--- src/sv/sdlp_pkg.sv ---
package sdlp_pkg;

  localparam int NUM_SW = 4;
  localparam int TICK_W = 8;
  localparam logic [TICK_W-1:0] LONG_PRESS_RESET = TICK_W'(100);

  // Per-switch status after one tick
  typedef struct packed {
    logic pressed;
    logic changed;
    logic fire;
    logic mark;
  } lane_out_t;

endpackage

--- src/sv/switch_debounce_long_press_core.sv ---
// channel | direction | handshake          | payload
// in      | input     | in_valid/in_stall  | in_raw_levels
// out     | output    | out_valid/out_stall| out_pressed, out_changed, out_long_event,
//         |           |                    | out_long_held, out_led_on
// cfg     | input     | cfg_valid/cfg_ready| cfg_data (long-press length in ticks)
//
// One tick per cycle sustained while out_stall is low; a tick's result passes through the input
// register, then the per-switch update into the result register.
// Synchronous active-low reset clears all switch state and the LED, and loads
// a long-press length of 100 ticks.
// A stalled result holds the result register; one more tick waits in the input
// register, after which in_stall rises. cfg_ready is always high.
module switch_debounce_long_press_core (
  input  logic                         clk,
  input  logic                         rst_n,
  input  logic                         in_valid,
  output logic                         in_stall,
  input  logic [sdlp_pkg::NUM_SW-1:0]  in_raw_levels,
  output logic                         out_valid,
  input  logic                         out_stall,
  output logic [sdlp_pkg::NUM_SW-1:0]  out_pressed,
  output logic [sdlp_pkg::NUM_SW-1:0]  out_changed,
  output logic [sdlp_pkg::NUM_SW-1:0]  out_long_event,
  output logic [sdlp_pkg::NUM_SW-1:0]  out_long_held,
  output logic                         out_led_on,
  input  logic                         cfg_valid,
  output logic                         cfg_ready,
  input  logic [sdlp_pkg::TICK_W-1:0]  cfg_data
);
  import sdlp_pkg::*;

  logic [TICK_W-1:0] long_ticks_r;
  logic              a_valid_r;
  logic [NUM_SW-1:0] a_raw_r;
  logic              o_valid_r;
  logic [NUM_SW-1:0] o_pressed_r, o_changed_r, o_event_r, o_held_r;
  logic              led_r, led_nxt;
  logic              o_load;
  logic              step;
  logic [NUM_SW-1:0] pr, ch, ev, held;
  lane_out_t         lane_st [NUM_SW];

  assign cfg_ready = 1'b1;

  // result register frees when empty or taken this cycle
  assign o_load   = !o_valid_r || !out_stall;
  assign step     = a_valid_r && o_load;
  assign in_stall = a_valid_r && !o_load;

  always_ff @(posedge clk) begin
    if (!rst_n) begin
      long_ticks_r <= LONG_PRESS_RESET;
    end else if (cfg_valid && cfg_ready) begin
      long_ticks_r <= cfg_data;
    end
  end

  always_ff @(posedge clk) begin
    if (!rst_n) begin
      a_valid_r <= 1'b0;
    end else if (!in_stall) begin
      a_valid_r <= in_valid;
    end
  end

  always_ff @(posedge clk) begin
    if (in_valid && !in_stall) begin
      a_raw_r <= in_raw_levels;
    end
  end

  for (genvar i = 0; i < NUM_SW; i++) begin : g_lane
    sdlp_lane u_lane (
      .clk        (clk),
      .rst_n      (rst_n),
      .step       (step),
      .raw_level  (a_raw_r[i]),
      .long_ticks (long_ticks_r),
      .status     (lane_st[i])
    );
    assign pr[i]   = lane_st[i].pressed;
    assign ch[i]   = lane_st[i].changed;
    assign ev[i]   = lane_st[i].fire;
    assign held[i] = lane_st[i].mark;
  end

  // both switches firing together toggle twice: no change
  always_comb begin
    led_nxt = led_r;
    if (held[0] && held[1]) begin
      led_nxt = led_r ^ ev[0] ^ ev[1];
    end
  end

  always_ff @(posedge clk) begin
    if (!rst_n) begin
      o_valid_r <= 1'b0;
      led_r     <= 1'b0;
    end else if (o_load) begin
      o_valid_r <= a_valid_r;
      if (a_valid_r) begin
        led_r <= led_nxt;
      end
    end
  end

  always_ff @(posedge clk) begin
    if (step) begin
      o_pressed_r <= pr;
      o_changed_r <= ch;
      o_event_r   <= ev;
      o_held_r    <= held;
    end
  end

  assign out_valid      = o_valid_r;
  assign out_pressed    = o_pressed_r;
  assign out_changed    = o_changed_r;
  assign out_long_event = o_event_r;
  assign out_long_held  = o_held_r;
  assign out_led_on     = led_r;

endmodule

--- src/sv/sdlp_lane.sv ---
module sdlp_lane (
  input  logic                       clk,
  input  logic                       rst_n,
  input  logic                       step,
  input  logic                       raw_level,
  input  logic [sdlp_pkg::TICK_W-1:0] long_ticks,
  output sdlp_pkg::lane_out_t        status
);
  import sdlp_pkg::*;

  logic              last_r, last_nxt;
  logic              settled_r, settled_nxt;
  logic [TICK_W-1:0] cnt_r, cnt_nxt;
  logic              mark_r, mark_nxt;
  logic              chg;
  logic              fire;
  logic              down;

  always_comb begin
    down        = ~raw_level;
    last_nxt    = down;
    settled_nxt = settled_r;
    chg         = 1'b0;
    fire        = 1'b0;
    cnt_nxt     = cnt_r;
    mark_nxt    = mark_r;

    // move only when this sample matches the previous one and differs from settled
    if (down == last_r && down != settled_r) begin
      settled_nxt = down;
      chg         = 1'b1;
    end

    if (chg && settled_nxt) begin
      cnt_nxt  = long_ticks;
      mark_nxt = 1'b0;
    end

    if (settled_nxt) begin
      if (!mark_nxt && cnt_nxt != '0) begin
        cnt_nxt = cnt_nxt - TICK_W'(1);
        if (cnt_nxt == '0) begin
          mark_nxt = 1'b1;
          fire     = 1'b1;
        end
      end
    end else begin
      cnt_nxt  = '0;
      mark_nxt = 1'b0;
    end

    status.pressed = settled_nxt;
    status.changed = chg;
    status.fire    = fire;
    status.mark    = mark_nxt;
  end

  always_ff @(posedge clk) begin
    if (!rst_n) begin
      last_r    <= 1'b0;
      settled_r <= 1'b0;
      cnt_r     <= '0;
      mark_r    <= 1'b0;
    end else if (step) begin
      last_r    <= last_nxt;
      settled_r <= settled_nxt;
      cnt_r     <= cnt_nxt;
      mark_r    <= mark_nxt;
    end
  end

endmodule

--- config.mk ---
export PLATFORM = sky130hd
export DESIGN_NAME = switch_debounce_long_press_core
export DESIGN_NICKNAME = d
export VERILOG_FILES = /design/src/sv/sdlp_pkg.sv /design/src/sv/switch_debounce_long_press_core.sv /design/src/sv/sdlp_lane.sv
export SDC_FILE = /design/constraint.sdc
export NUM_CORES = 1
export LEC_CHECK = 0
export ABC_AREA = 1
export CAP_MARGIN = 10
export CORE_UTILIZATION = 50
export DETAILED_ROUTE_END_ITERATION = 6
export DONT_BUFFER_PORTS = 1
export SYNTH_ARGS = -nofsm -noshare
export SYNTH_HDL_FRONTEND = slang
export SYNTH_SLANG_ARGS = --single-unit
export TNS_END_PERCENT = 5
--- constraint.sdc ---
create_clock -name clk -period 2.8 [get_ports clk]
set_clock_uncertainty 0.15 [all_clocks]
set_input_delay 0.28 -clock clk [delete_from_list [all_inputs] [get_ports clk]]
set_output_delay 0.28 -clock clk [all_outputs]
set_load 0.005 [all_outputs]
Yosys cells after proc, flatten, opt, wreduce, memory -nomap -nowiden
Index checks and enable logic that the tools add are counted.

word-level totals
  input bits = 17
  output and inout bits = 20
  register bits = 75

operators by class
  muxes and demuxes = 44
  eq/ne operators = 8
  bitwise gates (word level) = 6
  add/subtract/negate cells = 4
  reduce and logical (&&, ||, !) cells = 36

operators with widths
  cell                                                                number
  8-bit 2-to-1 mux                                                    12
  8-bit zero test                                                     4
  1-bit 2-to-1 mux                                                    32
  8-bit nonzero test                                                  4
  8-bit by 1-bit subtractor with 8-bit output, second input constant  4
  1-bit logical AND                                                   16
  1-bit zero test                                                     8
  1-bit == test                                                       4
  1-bit inequality test                                               4
  1-bit inverter                                                      4
  2-bit AND reduction                                                 2
  3-bit AND reduction                                                 1
  1-bit XOR                                                           2
  1-bit logical OR                                                    1

Depth between registers and ports, before layout
Gate-level depths: netlist (run 1).

  word-level depth = 13
  gate-level depth with buffers = 19
  depth with buffers taken out = 18

Cells and area by module
Synthesis (run 1) repeated with hierarchy kept, for this count alone.

unflattened totals
  cell total of the unflattened synthesis = 781
  area total of the unflattened synthesis = 5047.3 um^2

by module, submodules not included
  module                           instances  cells an instance  area an instance (um^2)
  sdlp_lane                        4          175                999.7
  switch_debounce_long_press_core  1          81                 1048.5

Worst setup path before layout (run 1)
Ideal clock, no wire load.

  path kind = register to register
  from = register a_raw_r[1]
  to = register led_r, in the netlist out_led_on
  data required time = 2535 ps
  arrival = 2008 ps
  path buffers = 1
  stages on the path, launching flop included = 17
  period minus slack after synthesis = 2273 ps
  setup time = 115 ps
  path slack = 527 ps
  cell sequence = edfxtp_1 > inv_2 > nand3_2 > buf_6 > nand2_1 > nand2_2 > ha_1 > nand3_1 > nand2_1 > nor2_1 > nand3_1 > nor2_2 > nand3_2 > a21oi_2 > nand3_1 > nand2_1 > nor2_1

between the ends
  longest elaborated chain between the ends = 13

RTL lines
  element                                                        RTL line                                RTL
  start: declaration                                             switch_debounce_long_press_core.sv:34   logic [NUM_SW-1:0] a_raw_r;
  start signal: assignment                                       switch_debounce_long_press_core.sv:68   a_raw_r <= in_raw_levels;
  1-bit inverter (*)                                             sdlp_lane.sv:20                         down = ~raw_level;
  1-bit == test / 1-bit inequality test (equally long branches)  sdlp_lane.sv:29                         if (down == last_r && down != settled_r) begin
  1-bit logical AND                                              sdlp_lane.sv:29
  1-bit 2-to-1 mux                                               sdlp_lane.sv:29
  1-bit logical AND                                              sdlp_lane.sv:34                         if (chg && settled_nxt) begin
  8-bit 2-to-1 mux                                               sdlp_lane.sv:34
  8-bit by 1-bit subtractor with 8-bit output                    sdlp_lane.sv:41                         cnt_nxt = cnt_nxt - TICK_W'(1);
  8-bit zero test                                                sdlp_lane.sv:42                         if (cnt_nxt == '0) begin
  1-bit 2-to-1 mux                                               sdlp_lane.sv:42
  1-bit 2-to-1 mux                                               sdlp_lane.sv:40                         if (!mark_nxt && cnt_nxt != '0) begin
  1-bit 2-to-1 mux                                               sdlp_lane.sv:39                         if (settled_nxt) begin
  1-bit logical AND                                              switch_debounce_long_press_core.sv:90   if (held[0] && held[1]) begin
  3-bit AND reduction (no source line)                           -
  end signal: assignment                                         switch_debounce_long_press_core.sv:102  led_r <= led_nxt;
  end: declaration                                               switch_debounce_long_press_core.sv:37   logic led_r, led_nxt;

Mark *: on every way between the ends. The rest lies on a longest branch, timed or not.
A chain may end at the register's enable or synchronous reset.

Worst setup path in the final report (run 1)
  from = register a_raw_r[0]
  to = register led_r, in the netlist out_led_on

between the ends
  longest elaborated chain between the ends = 13

RTL lines
  element                                                        RTL line                               RTL
  1-bit inverter (*)                                             sdlp_lane.sv:20
  1-bit == test / 1-bit inequality test (equally long branches)  sdlp_lane.sv:29
  1-bit logical AND                                              sdlp_lane.sv:29
  1-bit 2-to-1 mux                                               sdlp_lane.sv:29
  1-bit logical AND                                              sdlp_lane.sv:34
  8-bit 2-to-1 mux                                               sdlp_lane.sv:34
  8-bit by 1-bit subtractor with 8-bit output                    sdlp_lane.sv:41
  8-bit zero test                                                sdlp_lane.sv:42
  1-bit 2-to-1 mux                                               sdlp_lane.sv:42
  1-bit 2-to-1 mux                                               sdlp_lane.sv:40
  1-bit 2-to-1 mux (*)                                           sdlp_lane.sv:39
  named net g_lane[0].u_lane.fire                                sdlp_lane.sv:16                        logic fire;
  1-bit XOR (*) (2 in series)                                    switch_debounce_long_press_core.sv:91  led_nxt = led_r ^ ev[0] ^ ev[1];

The timed path passes the listed nets; every way through them passes the cells marked *.

==> flow_metrics.tcl, run 1 <==
set metrics [dict create \
    status "finished clean" \
    antenna_left 0 \
    synth_top_family_by_area "simple AND/OR/NAND/NOR gates" \
    first_iter_violations 182 \
    muxShareOfSynthArea 0 \
    post_cts_resized 0 \
    finalCritPeriodShare 0.9044 \
    ctsHoldBuffers 16 \
    firstDrtPassIters 5 \
    synth_cell_types 38 \
    regArea_sq_um 1702 \
    ys_top_cells_by_area "dfxtp_1 25%, nand2_1 15%, edfxtp_1 14%" \
    place.gp.congestion 0.8860 \
    antenna_found_initial 0 \
    cap_violations 0 \
    wire_per_inst_um 14.97 \
    synth_largest_area_cell "dfxtp_1" \
    cp.buffers_inverters 0 \
    core_area_sq_um 8382 \
    die_y_um 95.86 \
    yosys_warnings 0 \
    final-hold-violation-count 0 \
    start_util 0.5255 \
    max_stage_delay_ns 0.43 \
    cts_setup_buffers 0 \
    io_buffers 0 \
    p_per_area_nw_per_um2 523.1 \
    dp_hpwl_mm 8.056 \
    cts.htree.levels 3 \
    fp-row-count 33 \
    hold_class "in -> reg" \
    fillCellCount 832 \
    final_nets 680 \
    p_leak_nw 2.290 \
    worst_pin_slew_ns 0.6144 \
    syn_inst 630 \
    clock-sinks 75 \
    cts_tree "built" \
    setup_viol 0 \
    rsz0062_at_grt "false" \
    gr-usage-all-layers 0.2667 \
    regMostFlops "g_lane.u_lane.cnt_r" \
    peakVddDrop_mv 0.2571 \
    num_vias 4020 \
    grt_pass1_wl_mm 18.29 \
    synth_top_area_share 0.2500 \
    clock.fmax_ghz 0.3949 \
    largest_reg_flops 32 \
    drive_gt1_frac 0.1113 \
    relSlewSlack 0.5860 \
    instances_no_fill 761 \
    grt_pass1_vias 3730 \
    cp-end-kind "register" \
    grt_max_degree 40 \
    multi_input_area_sq_um 2301 \
    fin_crit_ns 2.532 \
    synthAdderAreaFrac 0.03409 \
    diodes 0 \
    synth_xor_area_frac 0.02983 \
    die-area_sq_um 9188 \
    clockRootBuffer "clkbuf_8" \
    critical_path_class "reg -> reg" \
    startpoint_type "register" \
    crit_fanout 6 \
    synth-simple-area-share 0.3023 \
    routed_via_density 5.283 \
    ys_seq_area_frac 0.3864 \
    ys_ff_latch 75 \
    dieWidth_um 95.86 \
    synth_area_sq_um 4404 \
    drc 0 \
    syn_nets 659 \
    placed_cells 729 \
    synth_compound_area_frac 0.1548 \
    worst_ep_arrival_time_ns 2.64 \
    worst_setup_hold_path_clk_slew_ns 0.08 \
    cp_top_family "simple AND/OR/NAND/NOR gates" \
    worstPathCellList "nor2_1 -> nand3_1 -> nand2_1 -> ha_1 -> nand3_1 -> nor2_2 -> xor2_1 -> nand3_1 -> nor2_2 -> nand2_1 -> nand2_1 -> nand3_1 -> nand2_1 -> nor2_1" \
    area_growth_pct 10.88 \
    reg_top3 "g_lane.u_lane.cnt_r: 32 flops, long_ticks_r: 8 flops" \
    wirelength_mm 11.39 \
    slowest_stage "edfxtp_1" \
    slew_viol_final 0 \
    worstPathRequired_ns 2.91 \
    syn_avg_cell_area_sq_um 6.991 \
    overflow 0 \
    clk_latency_ns 0.36 \
    cts_buffer_depth 2 \
    pin_count 37 \
    cts_buffers 9 \
    final.setup.tns_ns 0 \
]
[worst reg2reg max path, stage by stage, from the launching register on]
cell and delay, ns:
edfxtp_1 0.43, nor2_1 0.25, nand3_1 0.11, nand2_1 0.18, ha_1 0.20, nand3_1 0.12, nor2_2 0.16, xor2_1 0.20
nand3_1 0.14, nor2_2 0.17, nand2_1 0.06, nand2_1 0.07, nand3_1 0.07, nand2_1 0.07, nor2_1 0.05
[layer usage]
metal,GRT usage,share of wire,vias up
met5,0,0,-
met4,0.09701,0.017,0
met3,0.05766,0.058,16
met2,0.4458,0.46,96
met1,0.3371,0.46,1831
li1,-,-,2077
[metrics by stage]
step                hold WS (ns)  setup slack, ns  cell area, sq um  power (mW)  utilization
floorplan                 0.2289           0.5273              4404       1.592            -
global placement          0.2203           0.3034              4529       1.704       0.5404
detailed placement        0.2235           0.3293              4529       1.706       0.5404
CTS                      0.07556           0.2951              4883       2.576       0.5826
global route              0.1086          0.02268              4883       2.703       0.5826
finish                   0.09284           0.2677              4883       2.555       0.5826
[layout by cell type (no fill, tap or decap), drive strengths merged, types with 5 or more instances in the layout]
master,count
nor2,51
buf,10
ha,12
nand2,185
a21oi,66
nand3,45
or2,5
edfxtp,20
o21ai,56
o211ai,5
clkbuf,11
xor2,12
dlygate4sd3,16
dfxtp,55
inv,83
[final timing paths]
| path | slack [ns] | depth (start not counted) | to | start |
|---|---|---|---|---|
| min reg2reg | 0.31 | 1 | g_lane[2].u_lane.last_r$_SDFFE_PN0P_ | a_raw_r[2]$_DFFE_PP_ |
| min | 0.09 | 2 | long_ticks_r[3]$_SDFFE_PN0P_ | cfg_valid |
| max reg2reg | 0.27 | 14 | out_led_on$_SDFFE_PN0P_ | a_raw_r[0]$_DFFE_PP_ |
| max | 0.27 | 14 | out_led_on$_SDFFE_PN0P_ | a_raw_r[0]$_DFFE_PP_ |
[cell families after synthesis]
| group | Yosys count |
|---|---|
| AO/OA/AOI/OAI | 130 |
| XOR/XNOR | 15 |
| adder cells (fa/ha/maj) | 12 |
| buffers and inverters | 100 |
| AND/OR/NAND/NOR | 297 |
| flip-flops | 75 |
| other | 1 |
[cell usage after synthesis]
cell	number
edfxtp_1	20
o21ai_0	44
and3_1	1
o21ai_2	2
inv_4	2
nor3_1	1
nand3_4	2
or2_1	1
o22ai_1	1
nand3_2	5
nand3b_1	3
o211ai_1	5
a21oi_2	1
buf_6	1
inv_1	72
o21bai_1	1
xnor2_1	3
nor2_2	10
ha_1	12
inv_2	9
a21oi_1	65
o21ai_1	10
dfxtp_1	55
buf_4	4
xor2_1	12
a211o_1	1
nand2_4	2
nand4_1	4
or2_2	4
nor3_2	2
conb_1	1
nor2_1	41
clkbuf_1	10
clkinv_1	1
nand2_2	8
nand2_1	175
buf_2	1
nand3_1	38
[area by class of cell]
cell class / instances / area share
clock inverter: 5 / 0.01076
inverter: 84 / 0.06559
timing repair buffer: 26 / 0.04817
sequential: 75 / 0.3484
multi-input combinational: 455 / 0.4712
clock buffer: 11 / 0.02895
tap: 105 / 0.02690
[where the power goes]
| part | leakage, nW | switching (mW) | internal [mW] |
|---|---|---|---|
| clock | 0.0991 | 0.412 | 0.432 |
| sequential | 0.643 | 0.0264 | 1.15 |
| combinational | 1.55 | 0.365 | 0.173 |
| total | 2.29 | 0.803 | 1.75 |
Power figures use the tool's default switching activity.
==> inputs of run 2 (changes only) <==
==> constraint.sdc (replaced) <==
create_clock -name clk -period 2.6 [get_ports clk]
set_clock_uncertainty 0.15 [all_clocks]
set_input_delay 0.26 -clock clk [delete_from_list [all_inputs] [get_ports clk]]
set_output_delay 0.26 -clock clk [all_outputs]
set_load 0.005 [all_outputs]
==> flow_metrics.tcl, run 2 (synthesis results as in run 1) <==
set metrics [dict create \
    status "finished clean" \
    worstPathRequired_ns 2.70 \
    worst_slack_ns 0.1171 \
    finalCritPeriodShare 0.9550 \
    p_leak_nw 2.359 \
    clockRootBuffer "clkbuf_8" \
    place.gp.congestion 0.8993 \
    largest_reg_flops 32 \
    multi_input_area_sq_um 2394 \
    die_y_um 95.86 \
    regArea_sq_um 1704 \
    placed_cells 733 \
    fillCellCount 820 \
    clock.fmax_ghz 0.4027 \
    wire_per_inst_um 14.73 \
    cts.htree.levels 3 \
    final-hold-violation-count 0 \
    r2r_start "a_raw_r[1]$_DFFE_PP_" \
    num_vias 4109 \
    startpoint "a_raw_r[1]$_DFFE_PP_" \
    worstPathCellList "nor2_2 -> nand3_1 -> nand2_4 -> ha_1 -> nand3_2 -> nor2_4 -> nand2_1 -> nand2_1 -> nand2_1 -> nor2_2 -> nand3_2 -> a21oi_4 -> nand3_1 -> nand2_1 -> nor2_1" \
    worst_ep_arrival_time_ns 2.59 \
    routed_via_density 5.329 \
    setup_viol 0 \
    whs_ns 0.06026 \
    antenna_found_initial 0 \
    cts_tree "built" \
    die-area_sq_um 9188 \
    cts_buffer_depth 2 \
    pre_cts_ws_ns 0.1054 \
    slowest_stage "edfxtp_1" \
    max_stage_delay_ns 0.44 \
    gr-usage-all-layers 0.2577 \
    final.setup.tns_ns 0 \
    dieWidth_um 95.86 \
    grt_pass1_wl_mm 17.73 \
    final_nets 690 \
    reg_top3 "g_lane.u_lane.cnt_r: 32 flops, long_ticks_r: 8 flops" \
    crit_top_cell "nand2_1" \
    drive_gt1_frac 0.1426 \
    hold_class "in -> reg" \
    critical_path_class "reg -> reg" \
    instances_no_fill 771 \
    cp-end-kind "register" \
    grt_pass1_vias 3635 \
    cts_buffers 9 \
    final_cell_mix "172 x nand2_1, 72 x inv_1, 65 x a21oi_1, 53 x dfxtp_1, 40 x o21ai_0" \
    startpoint_type "register" \
    drc 0 \
    grt_max_degree 40 \
    io_buffers 0 \
    area_growth_pct 14.77 \
    clk_latency_ns 0.35 \
    pin_count 37 \
    peakVddDrop_mv 0.2352 \
    core_area_sq_um 8382 \
    start_util 0.5255 \
    regMostFlops "g_lane.u_lane.cnt_r" \
    antenna_left 0 \
    wirelength_mm 11.35 \
    firstDrtPassIters 5 \
    cap_violations 0 \
    crit_fanout 7 \
    dp_hpwl_mm 7.900 \
    clock-sinks 75 \
    slew_viol_final 0 \
    p_per_area_nw_per_um2 548.3 \
    rsz0062_at_grt "true" \
    worst_setup_hold_path_clk_slew_ns 0.08 \
    fin_crit_ns 2.483 \
    fp-row-count 33 \
    diodes 0 \
    hold_path_startpoint "cfg_valid" \
    final_common_cell "nand2_1" \
    final_util 0.6031 \
    overflow 0 \
    first_iter_violations 200 \
]
[run 2: final timing paths]
| check | slack [ns] | to | cells after the start |
|---|---|---|---|
| max reg2reg | 0.12 | out_led_on$_SDFFE_PN0P_ | 15 |
| max | 0.12 | out_led_on$_SDFFE_PN0P_ | 15 |
| min | 0.06 | long_ticks_r[1]$_SDFFE_PN0P_ | 2 |
| min reg2reg | 0.30 | g_lane[2].u_lane.last_r$_SDFFE_PN0P_ | 1 |
[run 2: per-layer routing]
layer  part of all wire  vias to the layer above  GRT usage
li1                   -                     2097          -
met5                  0                        -    0.03571
met1               0.47                     1897     0.3343
met4              0.016                        0     0.1070
met2               0.46                      100     0.4202
met3              0.053                       15    0.04265
[run 2: metrics by stage]
step | total power [mW] | instance area [sq um]
detailed placement | 1.834 | 4559
global route | 2.919 | 5055
finish | 2.772 | 5055
CTS | 2.757 | 4907
floorplan | 1.714 | 4404
global placement | 1.830 | 4559
[run 2: power breakdown]
group | switching (mW) | internal (mW)
Sequential | 0.0303 | 1.24
Clock | 0.430 | 0.471
Combinational | 0.399 | 0.206
[run 2: area by class of cell]
type | count | share of cell area
clock buffers | 14 | 0.03020
multi-input cells | 455 | 0.4735
flip-flops and latches | 75 | 0.3371
repair buffers | 36 | 0.06287
well taps | 105 | 0.02599
clock inverters | 2 | 0.006931
inverters | 84 | 0.06337
[run 2: worst max-delay path, delay by kind of cell, from the launching register on]
family                   cells  cell delay, ns
AND/OR/NAND/NOR             13            1.40
AO/OA/AOI/OAI                1            0.20
flip-flops                   1            0.44
adder cells (fa/ha/maj)      1            0.19
[run 2: repair_timing]
| item | in CTS | in global routing |
|---|---|---|
| hold buffers | 16 | 0 |
| resized for setup | 0 | 29 |
| setup buffers | 0 | 6 |
| setup endpoints to repair | 0 | 8 |
| hold endpoints to repair | 19 | 0 |
==> inputs of run 3 (changes only) <==
--- a/config.mk
+++ b/config.mk
@@ -6,10 +6,11 @@
 export NUM_CORES = 1
 export LEC_CHECK = 0
 export ABC_AREA = 1
-export CAP_MARGIN = 10
+export CAP_MARGIN = 5
 export CORE_UTILIZATION = 50
 export DETAILED_ROUTE_END_ITERATION = 6
 export DONT_BUFFER_PORTS = 1
+export PLACE_DENSITY = 0.76
 export SYNTH_ARGS = -nofsm -noshare
 export SYNTH_HDL_FRONTEND = slang
 export SYNTH_SLANG_ARGS = --single-unit
==> flow_metrics.tcl, run 3 (synthesis results as in run 1) <==
set metrics [dict create \
    firstDrtPassIters 5 \
    drc 0 \
    gr-usage-all-layers 0.2697 \
    area_growth_pct 15.06 \
    worst_pin_slew_ns 0.5230 \
    status "finished clean" \
    fillCellCount 785 \
    pin_count 37 \
    cp-end-kind "register" \
    dp_hpwl_mm 8.301 \
    wirelength_mm 11.91 \
    cts_buffers 9 \
    overflow 0 \
    cap_violations 0 \
    clock.fmax_ghz 0.4002 \
    die-area_sq_um 9188 \
    clockRootBuffer "clkbuf_8" \
    antenna_left 0 \
    cts.htree.levels 3 \
    num_vias 4153 \
    stdcell_area_sq_um 5067 \
    total_power_mw 2.924 \
    worstPathRequired_ns 2.70 \
    io_buffers 0 \
    start_util 0.5255 \
    die_y_um 95.86 \
    rsz0062_at_grt "true" \
    dpl-instance-area_sq_um 4552 \
    cts_buffer_depth 2 \
    worst_setup_hold_path_clk_slew_ns 0.08 \
    critical_path_class "reg -> reg" \
    multi_input_area_sq_um 2420 \
    clk_latency_ns 0.36 \
    dieWidth_um 95.86 \
    slew_viol_final 0 \
    p_per_area_nw_per_um2 577.1 \
    drive_gt1_frac 0.1442 \
    grt_max_degree 40 \
    finalCritPeriodShare 0.9611 \
    first_iter_violations 196 \
    wire_per_inst_um 15.58 \
    grt_pass1_vias 3922 \
    reg_top3 "g_lane.u_lane.cnt_r: 32 flops, long_ticks_r: 8 flops" \
    cts_tree "built" \
    regArea_sq_um 1705 \
    peakVddDrop_mv 0.3277 \
    final_common_cell "nand2_1" \
    routed_via_density 5.436 \
    core_area_sq_um 8382 \
    startpoint_type "register" \
    antenna_found_initial 0 \
    setup_viol 0 \
    final_nets 683 \
    final_cell_mix "169 x nand2_1, 72 x inv_1, 65 x a21oi_1, 52 x dfxtp_1, 41 x o21ai_0" \
    p_leak_nw 2.354 \
    fp-row-count 33 \
    worst_ep_arrival_time_ns 2.60 \
    largest_reg_flops 32 \
    fin_crit_ns 2.499 \
    hold_class "in -> reg" \
    diodes 0 \
    relSlewSlack 0.6502 \
    final_util 0.6046 \
    final-hold-violation-count 0 \
    regMostFlops "g_lane.u_lane.cnt_r" \
    place.gp.congestion 0.9448 \
    grt_pass1_wl_mm 18.52 \
    clock-sinks 75 \
    cts_setup_buffers 0 \
    crit_fanout 8 \
]
## run 3: cell type report
cell class                      count  area share
Multi-Input combinational cell    455      0.4775
Clock buffer                       14     0.03827
Timing Repair Buffer               29     0.05086
Inverter                           84     0.06321
Clock inverter                      2    0.007654
Sequential cell                    75      0.3365
Tap cell                          105     0.02593
## run 3: path summary, 6_finish.rpt
check | startpoint | end | slack, ns | cells past startpoint
setup / recovery | a_raw_r[1]$_DFFE_PP_ | out_led_on$_SDFFE_PN0P_ | 0.10 | 15
hold / removal | cfg_valid | long_ticks_r[3]$_SDFFE_PN0P_ | 0.06 | 2
setup reg to reg | a_raw_r[1]$_DFFE_PP_ | out_led_on$_SDFFE_PN0P_ | 0.10 | 15
hold reg to reg | a_raw_r[2]$_DFFE_PP_ | g_lane[2].u_lane.last_r$_SDFFE_PN0P_ | 0.30 | 1
## run 3: worst max-delay path, stage by stage (launching register included)
cell,delay (ns)
edfxtp_1,0.45
nor2_2,0.15
nand3_1,0.16
nand2_4,0.14
ha_1,0.18
nand3_2,0.12
nor2_4,0.12
nand2_1,0.07
nand2_1,0.06
nand2_1,0.07
nor2_2,0.15
nand3_2,0.14
nand2_1,0.09
nand2_1,0.07
a21oi_1,0.18
nor2_1,0.08
## run 3: power by group
part           switching, mW  total [mW]  internal [mW]
clock network          0.465        1.05          0.583
registers             0.0324        1.27           1.24
logic                  0.408       0.608          0.199
## run 3: repair_timing
item / 4_1_cts / 5_1_grt
hold endpoints to repair: 19 / 0
resized for setup: 0 / 32
setup endpoints to repair: 0 / 12
hold buffers: 16 / 0
## run 3: stage by stage
stage,setup slack [ns],cells,TNS (ns),hold WS [ns]
after floorplan,0.3273,630,0,0.2089
after global placement,0.1744,732,0,0.2023
after detailed placement,0.1004,732,0,0.2038
after CTS,0.06711,764,0,0.04634
after global routing,-0.08216,764,-0.08216,0.07755
final,0.1012,764,0,0.05819
## run 3: layer usage
metal	part of all wire	track usage	vias to the layer above
li1	-	-	2074
met1	0.43	0.3148	1926
met2	0.50	0.4786	132
met3	0.053	0.04897	21
met4	0.023	0.1219	0
met5	0	0	-
